==> src/rtl/dlist_pkg.sv <==
package dlist_pkg;

    // Defaults for the top-level parameters
    localparam int DEPTH_DEF      = 16;
    localparam int DATA_WIDTH_DEF = 32;

    // Fixed field widths of the request and response
    localparam int CMD_W    = 3;
    localparam int VALUE_W  = 32;
    localparam int STATUS_W = 2;
    localparam int POS_W    = 5;

    // Request command codes
    typedef enum logic [CMD_W-1:0] {
        CMD_PUSH_FRONT = 3'd0,
        CMD_PUSH_BACK  = 3'd1,
        CMD_POP_FRONT  = 3'd2,
        CMD_POP_BACK   = 3'd3,
        CMD_SEARCH     = 3'd4,
        CMD_DUMP       = 3'd5
    } cmd_t;

    // Response status codes
    typedef enum logic [STATUS_W-1:0] {
        ST_OK       = 2'd0,
        ST_OVERFLOW = 2'd1,
        ST_EMPTY    = 2'd2,
        ST_NOTFOUND = 2'd3
    } status_t;

    // Controller states
    typedef enum logic [2:0] {
        S_IDLE,
        S_SREAD,
        S_SCHECK,
        S_DREAD,
        S_DEMIT
    } state_t;

    // Datapath pointer operations
    typedef enum logic [2:0] {
        OP_NONE,
        OP_PUSH_FRONT,
        OP_PUSH_BACK,
        OP_POP_FRONT,
        OP_POP_BACK,
        OP_SCAN_START,
        OP_SCAN_STEP
    } dp_op_t;

    // Kind of response to load into the output register
    typedef enum logic [1:0] {
        RES_NONE,
        RES_STATUS,
        RES_POS,
        RES_ELEM
    } res_t;

    // Controller to datapath commands
    typedef struct packed {
        dp_op_t  op;
        logic    rd_en;
        res_t    res;
        status_t status;
        logic    last;
    } dl_cmd_t;

    // Datapath to controller status
    typedef struct packed {
        logic empty;
        logic full;
        logic match;
        logic at_end;
        logic out_free;
    } dl_stat_t;

endpackage

==> src/rtl/dlist_if.sv <==
interface dlist_req_if;
    logic                                valid;
    logic                                ready;
    logic [dlist_pkg::CMD_W-1:0]         cmd;
    logic signed [dlist_pkg::VALUE_W-1:0] value;

    modport source (output valid, output cmd, output value, input ready);
    modport sink   (input valid, input cmd, input value, output ready);
endinterface

interface dlist_rsp_if;
    logic                                 valid;
    logic                                 ready;
    logic [dlist_pkg::STATUS_W-1:0]       status;
    logic signed [dlist_pkg::VALUE_W-1:0] element;
    logic [dlist_pkg::POS_W-1:0]          position;
    logic                                 last;

    modport source (output valid, output status, output element, output position,
                    output last, input ready);
    modport sink   (input valid, input status, input element, input position,
                    input last, output ready);
endinterface

==> src/rtl/dlist_ctrl.sv <==
module dlist_ctrl
(
    input  logic                        clk,
    input  logic                        rst_n,
    input  logic                        req_valid,
    input  logic [dlist_pkg::CMD_W-1:0] req_cmd,
    output logic                        req_ready,
    input  dlist_pkg::dl_stat_t         stat,
    output dlist_pkg::dl_cmd_t          cmd
);

    dlist_pkg::state_t state_reg;
    dlist_pkg::state_t state_next;

    // Hold the state register
    always_ff @(posedge clk or negedge rst_n)
    begin
        if (!rst_n)
        begin
            state_reg <= dlist_pkg::S_IDLE;
        end
        else
        begin
            state_reg <= state_next;
        end
    end

    // Decode requests and sequence scans
    always_comb
    begin
        state_next = state_reg;
        req_ready  = 1'b0;
        cmd.op     = dlist_pkg::OP_NONE;
        cmd.rd_en  = 1'b0;
        cmd.res    = dlist_pkg::RES_NONE;
        cmd.status = dlist_pkg::ST_OK;
        cmd.last   = 1'b1;

        unique case (state_reg)
            dlist_pkg::S_IDLE:
            begin
                req_ready = stat.out_free;
                if (req_valid && stat.out_free)
                begin
                    cmd.res = dlist_pkg::RES_STATUS;
                    case (dlist_pkg::cmd_t'(req_cmd))
                        dlist_pkg::CMD_PUSH_FRONT:
                        begin
                            if (stat.full)
                            begin
                                cmd.status = dlist_pkg::ST_OVERFLOW;
                            end
                            else
                            begin
                                cmd.op = dlist_pkg::OP_PUSH_FRONT;
                            end
                        end
                        dlist_pkg::CMD_PUSH_BACK:
                        begin
                            if (stat.full)
                            begin
                                cmd.status = dlist_pkg::ST_OVERFLOW;
                            end
                            else
                            begin
                                cmd.op = dlist_pkg::OP_PUSH_BACK;
                            end
                        end
                        dlist_pkg::CMD_POP_FRONT:
                        begin
                            if (stat.empty)
                            begin
                                cmd.status = dlist_pkg::ST_EMPTY;
                            end
                            else
                            begin
                                cmd.op = dlist_pkg::OP_POP_FRONT;
                            end
                        end
                        dlist_pkg::CMD_POP_BACK:
                        begin
                            if (stat.empty)
                            begin
                                cmd.status = dlist_pkg::ST_EMPTY;
                            end
                            else
                            begin
                                cmd.op = dlist_pkg::OP_POP_BACK;
                            end
                        end
                        dlist_pkg::CMD_SEARCH:
                        begin
                            if (stat.empty)
                            begin
                                cmd.status = dlist_pkg::ST_EMPTY;
                            end
                            else
                            begin
                                cmd.res    = dlist_pkg::RES_NONE;
                                cmd.op     = dlist_pkg::OP_SCAN_START;
                                state_next = dlist_pkg::S_SREAD;
                            end
                        end
                        dlist_pkg::CMD_DUMP:
                        begin
                            if (stat.empty)
                            begin
                                cmd.status = dlist_pkg::ST_EMPTY;
                            end
                            else
                            begin
                                cmd.res    = dlist_pkg::RES_NONE;
                                cmd.op     = dlist_pkg::OP_SCAN_START;
                                state_next = dlist_pkg::S_DREAD;
                            end
                        end
                        default:
                        begin
                            cmd.status = dlist_pkg::ST_OK;
                        end
                    endcase
                end
            end
            dlist_pkg::S_SREAD:
            begin
                cmd.rd_en  = 1'b1;
                state_next = dlist_pkg::S_SCHECK;
            end
            dlist_pkg::S_SCHECK:
            begin
                if (stat.match)
                begin
                    if (stat.out_free)
                    begin
                        cmd.res    = dlist_pkg::RES_POS;
                        state_next = dlist_pkg::S_IDLE;
                    end
                end
                else if (stat.at_end)
                begin
                    if (stat.out_free)
                    begin
                        cmd.res    = dlist_pkg::RES_STATUS;
                        cmd.status = dlist_pkg::ST_NOTFOUND;
                        state_next = dlist_pkg::S_IDLE;
                    end
                end
                else
                begin
                    cmd.op     = dlist_pkg::OP_SCAN_STEP;
                    state_next = dlist_pkg::S_SREAD;
                end
            end
            dlist_pkg::S_DREAD:
            begin
                cmd.rd_en  = 1'b1;
                state_next = dlist_pkg::S_DEMIT;
            end
            dlist_pkg::S_DEMIT:
            begin
                if (stat.out_free)
                begin
                    cmd.res  = dlist_pkg::RES_ELEM;
                    cmd.last = stat.at_end;
                    if (stat.at_end)
                    begin
                        state_next = dlist_pkg::S_IDLE;
                    end
                    else
                    begin
                        cmd.op     = dlist_pkg::OP_SCAN_STEP;
                        state_next = dlist_pkg::S_DREAD;
                    end
                end
            end
            default:
            begin
                state_next = dlist_pkg::S_IDLE;
            end
        endcase
    end

endmodule

==> src/rtl/dlist_dp.sv <==
module dlist_dp
#(
    parameter int DEPTH      = dlist_pkg::DEPTH_DEF,
    parameter int DATA_WIDTH = dlist_pkg::DATA_WIDTH_DEF
)
(
    input  logic                                 clk,
    input  logic                                 rst_n,
    input  dlist_pkg::dl_cmd_t                   cmd,
    output dlist_pkg::dl_stat_t                  stat,
    input  logic signed [dlist_pkg::VALUE_W-1:0] value,
    dlist_rsp_if.source                          rsp
);

    localparam int IW = (DEPTH > 1) ? $clog2(DEPTH) : 1;
    localparam int CW = $clog2(DEPTH + 1);
    localparam int VW = dlist_pkg::VALUE_W;
    localparam int PW = dlist_pkg::POS_W;

    logic [DATA_WIDTH-1:0] mem [DEPTH];

    logic [IW-1:0]         front_reg;
    logic [CW-1:0]         count_reg;
    logic [IW-1:0]         sp_reg;
    logic [CW-1:0]         idx_reg;
    logic [DATA_WIDTH-1:0] key_reg;
    logic [DATA_WIDTH-1:0] rd_data_reg;

    logic                  out_valid_reg;
    dlist_pkg::status_t    status_reg;
    logic [VW-1:0]         element_reg;
    logic [PW-1:0]         position_reg;
    logic                  last_reg;

    logic [DATA_WIDTH-1:0] value_m;
    logic [VW-1:0]         elem_w;
    logic [PW-1:0]         pos_w;
    logic [CW-1:0]         idx_plus;
    logic [IW-1:0]         front_dec;
    logic [IW-1:0]         front_inc;
    logic [IW-1:0]         sp_inc;
    logic [IW:0]           tail_sum;
    logic [IW-1:0]         tail_idx;
    logic                  out_free;

    // Fit the request value and stored data to the field widths
    generate
        if (DATA_WIDTH == VW)
        begin : g_equal
            assign value_m = value;
            assign elem_w  = rd_data_reg;
        end
        else if (DATA_WIDTH < VW)
        begin : g_narrow
            assign value_m = value[DATA_WIDTH-1:0];
            assign elem_w  = {{(VW - DATA_WIDTH){1'b0}}, rd_data_reg};
        end
        else
        begin : g_wide
            assign value_m = {{(DATA_WIDTH - VW){1'b0}}, value};
            assign elem_w  = rd_data_reg[VW-1:0];
        end
    endgenerate

    // Position wraps to the field width
    assign idx_plus = idx_reg + 1'b1;
    generate
        if (CW >= PW)
        begin : g_pos_trunc
            assign pos_w = idx_plus[PW-1:0];
        end
        else
        begin : g_pos_ext
            assign pos_w = {{(PW - CW){1'b0}}, idx_plus};
        end
    endgenerate

    // Ring index arithmetic
    assign front_dec = (front_reg == '0) ? IW'(DEPTH - 1) : front_reg - 1'b1;
    assign front_inc = (front_reg == IW'(DEPTH - 1)) ? '0 : front_reg + 1'b1;
    assign sp_inc    = (sp_reg == IW'(DEPTH - 1)) ? '0 : sp_reg + 1'b1;
    assign tail_sum  = {1'b0, front_reg} + (IW + 1)'(count_reg);
    always_comb
    begin
        if (tail_sum >= (IW + 1)'(DEPTH))
        begin
            tail_idx = IW'(tail_sum - (IW + 1)'(DEPTH));
        end
        else
        begin
            tail_idx = tail_sum[IW-1:0];
        end
    end

    // Report status to the controller
    assign out_free      = !out_valid_reg || rsp.ready;
    assign stat.empty    = (count_reg == '0);
    assign stat.full     = (count_reg == CW'(DEPTH));
    assign stat.match    = (rd_data_reg == key_reg);
    assign stat.at_end   = (idx_plus == count_reg);
    assign stat.out_free = out_free;

    // Advance the list pointers and scan pointers
    always_ff @(posedge clk or negedge rst_n)
    begin
        if (!rst_n)
        begin
            front_reg <= '0;
            count_reg <= '0;
            sp_reg    <= '0;
            idx_reg   <= '0;
        end
        else
        begin
            case (cmd.op)
                dlist_pkg::OP_PUSH_FRONT:
                begin
                    front_reg <= front_dec;
                    count_reg <= count_reg + 1'b1;
                end
                dlist_pkg::OP_PUSH_BACK:
                begin
                    count_reg <= count_reg + 1'b1;
                end
                dlist_pkg::OP_POP_FRONT:
                begin
                    front_reg <= front_inc;
                    count_reg <= count_reg - 1'b1;
                end
                dlist_pkg::OP_POP_BACK:
                begin
                    count_reg <= count_reg - 1'b1;
                end
                dlist_pkg::OP_SCAN_START:
                begin
                    sp_reg  <= front_reg;
                    idx_reg <= '0;
                end
                dlist_pkg::OP_SCAN_STEP:
                begin
                    sp_reg  <= sp_inc;
                    idx_reg <= idx_plus;
                end
                default:
                begin
                end
            endcase
        end
    end

    // Latch the search key
    always_ff @(posedge clk)
    begin
        if (cmd.op == dlist_pkg::OP_SCAN_START)
        begin
            key_reg <= value_m;
        end
    end

    // Write the element store and register its read port
    always_ff @(posedge clk)
    begin
        if (cmd.op == dlist_pkg::OP_PUSH_FRONT)
        begin
            mem[front_dec] <= value_m;
        end
        else if (cmd.op == dlist_pkg::OP_PUSH_BACK)
        begin
            mem[tail_idx] <= value_m;
        end
        if (cmd.rd_en)
        begin
            rd_data_reg <= mem[sp_reg];
        end
    end

    // Hold the response valid flag
    always_ff @(posedge clk or negedge rst_n)
    begin
        if (!rst_n)
        begin
            out_valid_reg <= 1'b0;
        end
        else if (cmd.res != dlist_pkg::RES_NONE)
        begin
            out_valid_reg <= 1'b1;
        end
        else if (rsp.ready)
        begin
            out_valid_reg <= 1'b0;
        end
    end

    // Load the response payload
    always_ff @(posedge clk)
    begin
        case (cmd.res)
            dlist_pkg::RES_STATUS:
            begin
                status_reg   <= cmd.status;
                element_reg  <= '0;
                position_reg <= '0;
                last_reg     <= 1'b1;
            end
            dlist_pkg::RES_POS:
            begin
                status_reg   <= dlist_pkg::ST_OK;
                element_reg  <= '0;
                position_reg <= pos_w;
                last_reg     <= 1'b1;
            end
            dlist_pkg::RES_ELEM:
            begin
                status_reg   <= dlist_pkg::ST_OK;
                element_reg  <= elem_w;
                position_reg <= '0;
                last_reg     <= cmd.last;
            end
            default:
            begin
            end
        endcase
    end

    assign rsp.valid    = out_valid_reg;
    assign rsp.status   = status_reg;
    assign rsp.element  = element_reg;
    assign rsp.position = position_reg;
    assign rsp.last     = last_reg;

endmodule

==> src/rtl/double_ended_list_with_search.sv <==
// Push, pop, empty-list and unused commands respond in the cycle after the request.
// Search: each element scanned takes a registered store read (SREAD), then a compare (SCHECK).
// Dump: per element, a store read (DREAD), then an emit (DEMIT) held by backpressure.
// A new request is taken once the previous command has loaded its final response
// and the response register is empty or being taken in the same cycle.
// Reset (async, active low) empties the list and clears control; the store is not cleared.
module double_ended_list_with_search
#(
    parameter int DEPTH      = dlist_pkg::DEPTH_DEF,
    parameter int DATA_WIDTH = dlist_pkg::DATA_WIDTH_DEF
)
(
    input  logic      clk,
    input  logic      rst_n,
    dlist_req_if.sink req,
    dlist_rsp_if.source rsp
);

    dlist_pkg::dl_cmd_t  cmd;
    dlist_pkg::dl_stat_t stat;

    // Sequence commands
    dlist_ctrl u_ctrl
    (
        .clk       (clk),
        .rst_n     (rst_n),
        .req_valid (req.valid),
        .req_cmd   (req.cmd),
        .req_ready (req.ready),
        .stat      (stat),
        .cmd       (cmd)
    );

    // Hold the list and the response register
    dlist_dp
    #(
        .DEPTH      (DEPTH),
        .DATA_WIDTH (DATA_WIDTH)
    )
    u_dp
    (
        .clk   (clk),
        .rst_n (rst_n),
        .cmd   (cmd),
        .stat  (stat),
        .value (req.value),
        .rsp   (rsp)
    );

endmodule
==> src/flat_wrapper.sv <==
// flat-port wrapper written by rule: the top's interface ports become plain ports
module double_ended_list_with_search_flat 
#(
    parameter int DEPTH      = dlist_pkg::DEPTH_DEF,
    parameter int DATA_WIDTH = dlist_pkg::DATA_WIDTH_DEF
)
  (clk, rst_n, req_valid, req_cmd, req_value, req_ready, rsp_valid, rsp_status, rsp_element, rsp_position, rsp_last, rsp_ready);
  dlist_req_if req_i ();
  dlist_rsp_if rsp_i ();
  input  logic clk;
  input  logic rst_n;
  input wire logic [$bits(req_i.valid)-1:0] req_valid;
  input wire logic [$bits(req_i.cmd)-1:0] req_cmd;
  input wire logic [$bits(req_i.value)-1:0] req_value;
  output wire logic [$bits(req_i.ready)-1:0] req_ready;
  output wire logic [$bits(rsp_i.valid)-1:0] rsp_valid;
  output wire logic [$bits(rsp_i.status)-1:0] rsp_status;
  output wire logic [$bits(rsp_i.element)-1:0] rsp_element;
  output wire logic [$bits(rsp_i.position)-1:0] rsp_position;
  output wire logic [$bits(rsp_i.last)-1:0] rsp_last;
  input wire logic [$bits(rsp_i.ready)-1:0] rsp_ready;
  assign req_i.valid = req_valid;
  assign req_i.cmd = req_cmd;
  assign req_i.value = req_value;
  assign req_ready = req_i.ready;
  assign rsp_valid = rsp_i.valid;
  assign rsp_status = rsp_i.status;
  assign rsp_element = rsp_i.element;
  assign rsp_position = rsp_i.position;
  assign rsp_last = rsp_i.last;
  assign rsp_i.ready = rsp_ready;
  double_ended_list_with_search #(.DEPTH(DEPTH), .DATA_WIDTH(DATA_WIDTH)) u_core (.clk(clk), .rst_n(rst_n), .req(req_i), .rsp(rsp_i));
endmodule
==> config.mk <==
export PLATFORM = sky130hd
export DESIGN_NAME = double_ended_list_with_search_flat
export DESIGN_NICKNAME = d
export VERILOG_FILES = /design/src/rtl/dlist_pkg.sv /design/src/rtl/dlist_if.sv /design/src/rtl/dlist_ctrl.sv /design/src/rtl/dlist_dp.sv /design/src/rtl/double_ended_list_with_search.sv /design/src/flat_wrapper.sv
export SDC_FILE = /design/constraint.sdc
export NUM_CORES = 1
export LEC_CHECK = 0
export ABC_AREA = 1
export ABC_CLOCK_PERIOD_IN_PS = 4050
export BUFFER_PORTS_ARGS = -buffer_cell sky130_fd_sc_hd__buf_4
export CAP_MARGIN = 40
export CORE_UTILIZATION = 60
export DETAILED_ROUTE_END_ITERATION = 16
export PLACE_DENSITY = 0.78
export SLEW_MARGIN = 40
export SYNTH_ARGS = -nofsm -noshare
export SYNTH_HDL_FRONTEND = slang
export SYNTH_SLANG_ARGS = --single-unit
==> constraint.sdc <==
create_clock -name clk -period 4.05 [get_ports clk]
set_input_delay 0.81 -clock clk [delete_from_list [all_inputs] [get_ports clk]]
set_output_delay 0.81 -clock clk [all_outputs]
set_load 0.02 [all_outputs]
==> flow_summary.json, run 1 <==
{
  "synth_xor_xnor_area_share": 0.0120,
  "tritoncts": "yes",
  "grt_start_max_net_pins": 223,
  "dp_hpwl_um": 33600,
  "synth_compound_area_frac": 0.0852,
  "finalInstanceArea_sq_mm": 0.0290,
  "finalCoreUtilization": 0.691,
  "critPathMaxFanout": 32,
  "initial_util": 0.607,
  "filler_cell_count": 2671,
  "vdd_drop_max_mv": 0.454,
  "core-area_sq_mm": 0.0419,
  "synthAdderAreaFrac": 0.00698,
  "synthTopCellsByArea": "sky130_fd_sc_hd__edfxtp_1 73%, sky130_fd_sc_hd__nand2_1 5.0%, sky130_fd_sc_hd__o21ai_0 3.5%",
  "distinct_cells_synth": 39,
  "avgViaCountPerCell": 6.22,
  "synth_top_family_by_area": "simple AND/OR/NAND/NOR gates",
  "clock.fmax_mhz": 283,
  "yosys.area.top_type": "sky130_fd_sc_hd__edfxtp_1",
  "routabilityCongestion": 0.874,
  "synth.top_cell.area_share": 0.726,
  "grt.total_usage": 0.282,
  "antennaDiodeCount": 0,
  "chipWidth_um": 208,
  "preCtsSetupSlack_ns": 0.504,
  "synth_most_common_cell": "sky130_fd_sc_hd__edfxtp_1",
  "netlist_top_cells_count": "616 x sky130_fd_sc_hd__edfxtp_1, 339 x sky130_fd_sc_hd__nand2_1, 210 x sky130_fd_sc_hd__nor2_1",
  "dieHeight_um": 208,
  "clockRootBuffer": "sky130_fd_sc_hd__clkbuf_16",
  "cts_hold_buf": 0,
  "netlist_instances": 1950,
  "power.combinational.fraction": 0.290,
  "worst_setup_hold_path_clk_slew_ns": 0.06,
  "syn_nets": 2002,
  "clock_insertion_delay_worst_skew_ns": 0.62,
  "htree_levels": 2,
  "wire_length_of_the_first_global_routing_pass_um": 92300,
  "largest_register_ffs": 512,
  "grt_overflow": 0,
  "finish.net_count": 2093,
  "worst_slew_pin_slew_ns": 0.826,
  "fin_tns_setup_ns": 0,
  "ys.warnings.count": 0,
  "postSynth.topFlopCell": "sky130_fd_sc_hd__edfxtp_1",
  "fin_skew_ns": 0.0157,
  "worstSetupPathType": "flop to flop",
  "final_layout_size_suffix_gt1_frac": 0.137,
  "fraction_of_the_cycle_the_final_worst_path_needs": 0.872,
  "drc": 0,
  "io-pin-count": 81,
  "post_synth_mux_area_share": 0,
  "power.share.clock": 0.291,
  "cp.required_ns": 4.30,
  "first_global_vias": 16200,
  "yosys_register_bits": 638,
  "setup.worst_path.start_class": "flop",
  "finalSetupViolCount": 0,
  "maxCapViolCount": 0,
  "critical_path.endpoint_type": "flop",
  "critPathArrivalTime_ns": 3.78,
  "hold_viol_final": 0,
  "clock_sinks": 638,
  "pwr_density_cell_mw_per_mm2": 666,
  "postCtsSetupRepairBufs": 0,
  "drt_pass1_iterations": 6,
  "num_vias": 16400,
  "detail_route.wirelength_um": 60500,
  "avgSynthCellArea_sq_um": 13.1,
  "detailed_place.area_sq_mm": 0.0269,
  "synth_simple_gate_area_frac": 0.119,
  "synthesis.area_sq_mm": 0.0255,
  "ff2ff_path_depth": 14,
  "hold_path_class": "primary input to asynchronous set/reset pin",
  "outcome": "complete, no violations",
  "area_delta_synth_final_pct": 13.8,
  "power_switching_share": 0.345,
  "rsz0062_at_grt": "no",
  "synth-async-reset-ratio": 0.0345,
  "cts-buffers-inserted": 60,
  "total_switching_power_mw": 6.65,
  "static-leakage-power_nw": 10.2,
  "floorplan.die_area_sq_mm": 0.0433,
  "internal_power_consumption_mw": 12.6,
  "power.total_mw": 19.3,
  "period_minus_slack_ns": 3.53,
  "count_of_input_and_output_buffers": 80,
  "sequential_cell_area_fraction_in_the_yosys_report": 0.748,
  "final-max-slew-violation-count": 0,
  "normalized_max_slew_margin": 0.448,
  "power.sequential.fraction": 0.419,
  "antenna_violations_before_repair": 1,
  "final.setup.worst_slack_ns": 0.518,
  "cts_resized": 0,
  "detail-route-antenna-nets": 0,
  "floorplan.rows": 75,
  "first_iter_violations": 2032,
  "cts-root-to-sink-buffers": 3,
  "synth-edff-count": 616,
  "drt-wirelength-per-cell_um": 23.0,
  "top_register": "u_core.u_dp.mem"
}
-- placed cells by master, fill, tap and decap left out, drive strengths merged, types with 2 or more instances in the layout --
| cell type | instances |
|---|---|
| xnor2 | 27 |
| inv | 84 |
| nor3 | 3 |
| o221ai | 30 |
| nor2 | 217 |
| xor2 | 8 |
| o21ai | 185 |
| buf | 130 |
| nand2 | 354 |
| clkbuf | 70 |
| edfxtp | 616 |
| fa | 2 |
| o211ai | 2 |
| nand3 | 89 |
| a21oi | 76 |
| clkinv | 40 |
| a221oi | 37 |
| nand4 | 39 |
| ha | 11 |
| bufinv | 7 |
| o22ai | 39 |
| dfrtp | 22 |
-- layer usage --
layer / GRT usage / share of wire
met5: 0 / 0.00020
met4: 0.0958 / 0.026
met3: 0.0448 / 0.094
met2: 0.469 / 0.49
met1: 0.383 / 0.39
-- path summary, 6_finish.rpt --
check	from	endpoint	slack [ns]
setup / recovery	u_core.u_dp.elem_w[12]$_DFFE_PP_	u_core.u_dp.mem[5][17]$_DFFE_PP_	0.52
hold / removal	rst_n	u_core.u_dp.idx_reg[4]$_DFFE_PN0P_	0.08
setup reg to reg	u_core.u_dp.elem_w[12]$_DFFE_PP_	u_core.u_dp.mem[5][17]$_DFFE_PP_	0.52
hold reg to reg	u_core.u_dp.count_reg[4]$_DFFE_PN0P_	u_core.u_dp.count_reg[4]$_DFFE_PN0P_	0.54
max in group asynchronous	rst_n	u_core.u_dp.sp_reg[0]$_DFFE_PN0P_	3.70
min in group clk	rsp_ready	u_core.u_ctrl.state_reg[2]$_DFFE_PN0P_	0.50
-- kinds of logic after synthesis --
| logic type | after synthesis |
|---|---|
| DFF | 638 |
| xor gates and xnor gates | 35 |
| buffers and inverters | 190 |
| and+or+nand+nor | 703 |
| adders and majority gates | 13 |
| AOI/OAI and AO/OA | 371 |
-- area by class of cell --
class                   count  area, sq um  share of cell area
multi-input cells        1122         5840               0.201
clock buffers              70         1580              0.0546
well taps                 539          674              0.0233
repair buffers            130         1100              0.0381
clock inverters            43          390              0.0135
inverters                  89          342              0.0118
flip-flops and latches    638        19100               0.657
-- power groups by stage --
stage | clock network [mW] | logic (mW) | registers (mW)
3_3_place_gp | 0 | 5.22 | 8.19
6_report | 5.61 | 5.60 | 8.08
5_1_grt | 5.90 | 6.10 | 8.12
2_1_floorplan | 0 | 3.49 | 8.19
4_1_cts | 5.66 | 5.48 | 8.07
3_5_place_dp | 0 | 5.44 | 8.21
-- through the flow --
step	hold WS, ns	instances
finish	0.0806	2631
global route	0.0893	2631
CTS	0.0692	2628
detailed placement	0.525	2515
global placement	0.507	2515
floorplan	0.492	1950
-- critical path: stages (launching register included) --
cell                       delay [ns]
sky130_fd_sc_hd__edfxtp_1        0.41
sky130_fd_sc_hd__xnor2_1         0.16
sky130_fd_sc_hd__nand2_1         0.07
sky130_fd_sc_hd__nor2_1          0.20
sky130_fd_sc_hd__nand2_1         0.19
sky130_fd_sc_hd__nor2_1          0.27
sky130_fd_sc_hd__nand2_1         0.22
sky130_fd_sc_hd__nand2_1         0.10
sky130_fd_sc_hd__nand2_1         0.06
sky130_fd_sc_hd__nand2_2         0.22
sky130_fd_sc_hd__nand4_1         0.20
sky130_fd_sc_hd__nand2_4         0.19
sky130_fd_sc_hd__nand3_2         0.23
sky130_fd_sc_hd__nor2_4          0.13
sky130_fd_sc_hd__buf_4           0.49
Power figures use the tool's default switching activity.
==> inputs of run 2 (changes only) <==
- CTS_BUF_LIST: unset -> sky130_fd_sc_hd__clkbuf_2 sky130_fd_sc_hd__clkbuf_4 sky130_fd_sc_hd__clkbuf_8
==> flow_summary.json, run 2 (same netlist as run 1, synthesis figures left out) <==
{
  "chipWidth_um": 208,
  "io-pin-count": 81,
  "fin_tns_setup_ns": 0,
  "dp_hpwl_um": 33600,
  "area_delta_synth_final_pct": 13.2,
  "dieHeight_um": 208,
  "floorplan.die_area_sq_mm": 0.0433,
  "vdd_drop_max_mv": 0.479,
  "maxCapViolCount": 0,
  "grt_overflow": 0,
  "clock_sinks": 638,
  "final_layout_size_suffix_gt1_frac": 0.162,
  "drc": 0,
  "drt_pass1_iterations": 6,
  "antenna_violations_before_repair": 0,
  "num_vias": 16400,
  "finalSetupViolCount": 0,
  "layout_commonest_cell": "sky130_fd_sc_hd__edfxtp_1",
  "power.total_mw": 18.7,
  "initial_util": 0.607,
  "drt-wirelength-per-cell_um": 22.3,
  "cts_resized": 0,
  "cp.required_ns": 4.33,
  "antennaDiodeCount": 0,
  "routabilityCongestion": 0.874,
  "period_minus_slack_ns": 3.48,
  "static-leakage-power_nw": 10.2,
  "highest_count_cells_in_the_layout_ignoring_fill_and_taps": "616 x sky130_fd_sc_hd__edfxtp_1, 337 x sky130_fd_sc_hd__nand2_1, 192 x sky130_fd_sc_hd__nor2_1",
  "clockRootBuffer": "sky130_fd_sc_hd__clkbuf_8",
  "worst_slew_pin_slew_ns": 0.847,
  "floorplan.rows": 75,
  "core-area_sq_mm": 0.0419,
  "fraction_of_the_cycle_the_final_worst_path_needs": 0.859,
  "critPathArrivalTime_ns": 3.76,
  "detail_route.wirelength_um": 60100,
  "finish.net_count": 2130,
  "detail-route-antenna-nets": 0,
  "cts-buffers-inserted": 98,
  "count_of_input_and_output_buffers": 80,
  "postCtsSetupRepairBufs": 0,
  "largest_register_ffs": 512,
  "setup.worst_path.start_class": "flop",
  "critical_path.endpoint_type": "flop",
  "worstSetupPathType": "flop to flop",
  "normalized_max_slew_margin": 0.435,
  "cts_hold_buf": 0,
  "wire_length_of_the_first_global_routing_pass_um": 91800,
  "clock_insertion_delay_worst_skew_ns": 0.67,
  "rsz0062_at_grt": "no",
  "top_register": "u_core.u_dp.mem",
  "htree_levels": 3,
  "clock.fmax_mhz": 287,
  "first_iter_violations": 1875,
  "outcome": "complete, no violations",
  "cts-root-to-sink-buffers": 3,
  "hold_path_class": "primary input to asynchronous set/reset pin",
  "hold_viol_final": 0,
  "tritoncts": "yes",
  "critPathMaxFanout": 32,
  "first_global_vias": 16400,
  "worst_setup_hold_path_clk_slew_ns": 0.07,
  "fin_cells": 2695,
  "final-max-slew-violation-count": 0,
  "grt.total_usage": 0.280,
  "fin_skew_ns": 0.0374,
  "grt_start_max_net_pins": 223,
  "numPlacedInstances": 2515,
  "pwr_density_cell_mw_per_mm2": 648,
  "avgViaCountPerCell": 6.10
}
[run 2: cell type report]
cell class              count  area [sq um]
flip-flops and latches    638         19100
fillers                  2736         13100
multi-input cells        1122          5840
clock buffers             139          1670
repair buffers            129          1080
well taps                 539           674
inverters                  89           342
clock inverters            39           189
[run 2: worst paths after layout]
| path | slack (ns) | endpoint | start | cells past startpoint |
|---|---|---|---|---|
| worst min-delay path | 0.04 | u_core.u_ctrl.state_reg[2]$_DFFE_PN0P_ | rst_n | 1 |
| min in group clk | 0.45 | u_core.u_ctrl.state_reg[2]$_DFFE_PN0P_ | rsp_ready | 4 |
| worst max-delay path | 0.57 | u_core.u_dp.mem[5][14]$_DFFE_PP_ | u_core.u_dp.elem_w[12]$_DFFE_PP_ | 14 |
| worst min register to register | 0.54 | u_core.u_dp.count_reg[4]$_DFFE_PN0P_ | u_core.u_dp.count_reg[4]$_DFFE_PN0P_ | 2 |
| max in group asynchronous | 3.75 | u_core.u_dp.sp_reg[0]$_DFFE_PN0P_ | rst_n | 1 |
| worst max register to register | 0.57 | u_core.u_dp.mem[5][14]$_DFFE_PP_ | u_core.u_dp.elem_w[12]$_DFFE_PP_ | 14 |
[run 2: stage by stage]
stage | hold WS, ns | utilization | setup slack (ns) | instance area (sq um)
2_1_floorplan | 0.492 | - | 0.239 | 25500
3_3_place_gp | 0.507 | 0.642 | 0.640 | 26900
3_5_place_dp | 0.525 | 0.642 | 0.504 | 26900
4_1_cts | 0.00392 | 0.686 | 0.582 | 28800
5_1_grt | 0.0267 | 0.688 | 0.364 | 28800
6_report | 0.0366 | 0.688 | 0.570 | 28800
[run 2: worst max-delay path, stage by stage, from the launching register on]
cell and delay (ns):
sky130_fd_sc_hd__edfxtp_1 0.41, sky130_fd_sc_hd__xnor2_1 0.15, sky130_fd_sc_hd__nand2_1 0.08, sky130_fd_sc_hd__nor2_1 0.18, sky130_fd_sc_hd__nand2_1 0.17, sky130_fd_sc_hd__nor2_1 0.25, sky130_fd_sc_hd__nand2_1 0.21, sky130_fd_sc_hd__nand2_1 0.10
sky130_fd_sc_hd__nand2_1 0.06, sky130_fd_sc_hd__nand2_2 0.22, sky130_fd_sc_hd__nand4_1 0.20, sky130_fd_sc_hd__nand2_4 0.20, sky130_fd_sc_hd__nand3_2 0.23, sky130_fd_sc_hd__nor2_4 0.13, sky130_fd_sc_hd__buf_4 0.48
[run 2: routing by layer]
| metal | wire (um) | up-vias | track usage |
|---|---|---|---|
| met5 | 0 | - | 0 |
| met4 | 1630 | 0 | 0.107 |
| met3 | 5580 | 127 | 0.0465 |
| met2 | 29200 | 893 | 0.459 |
| met1 | 23600 | 8037 | 0.381 |
| li1 | - | 7372 | - |
[run 2: where the power goes]
part           switching, mW  internal, mW  leakage (nW)
clock                   2.40          2.66         0.986
combinational           3.97          1.58          3.39
sequential             0.264          7.81          5.84
total                   6.63          12.1          10.2
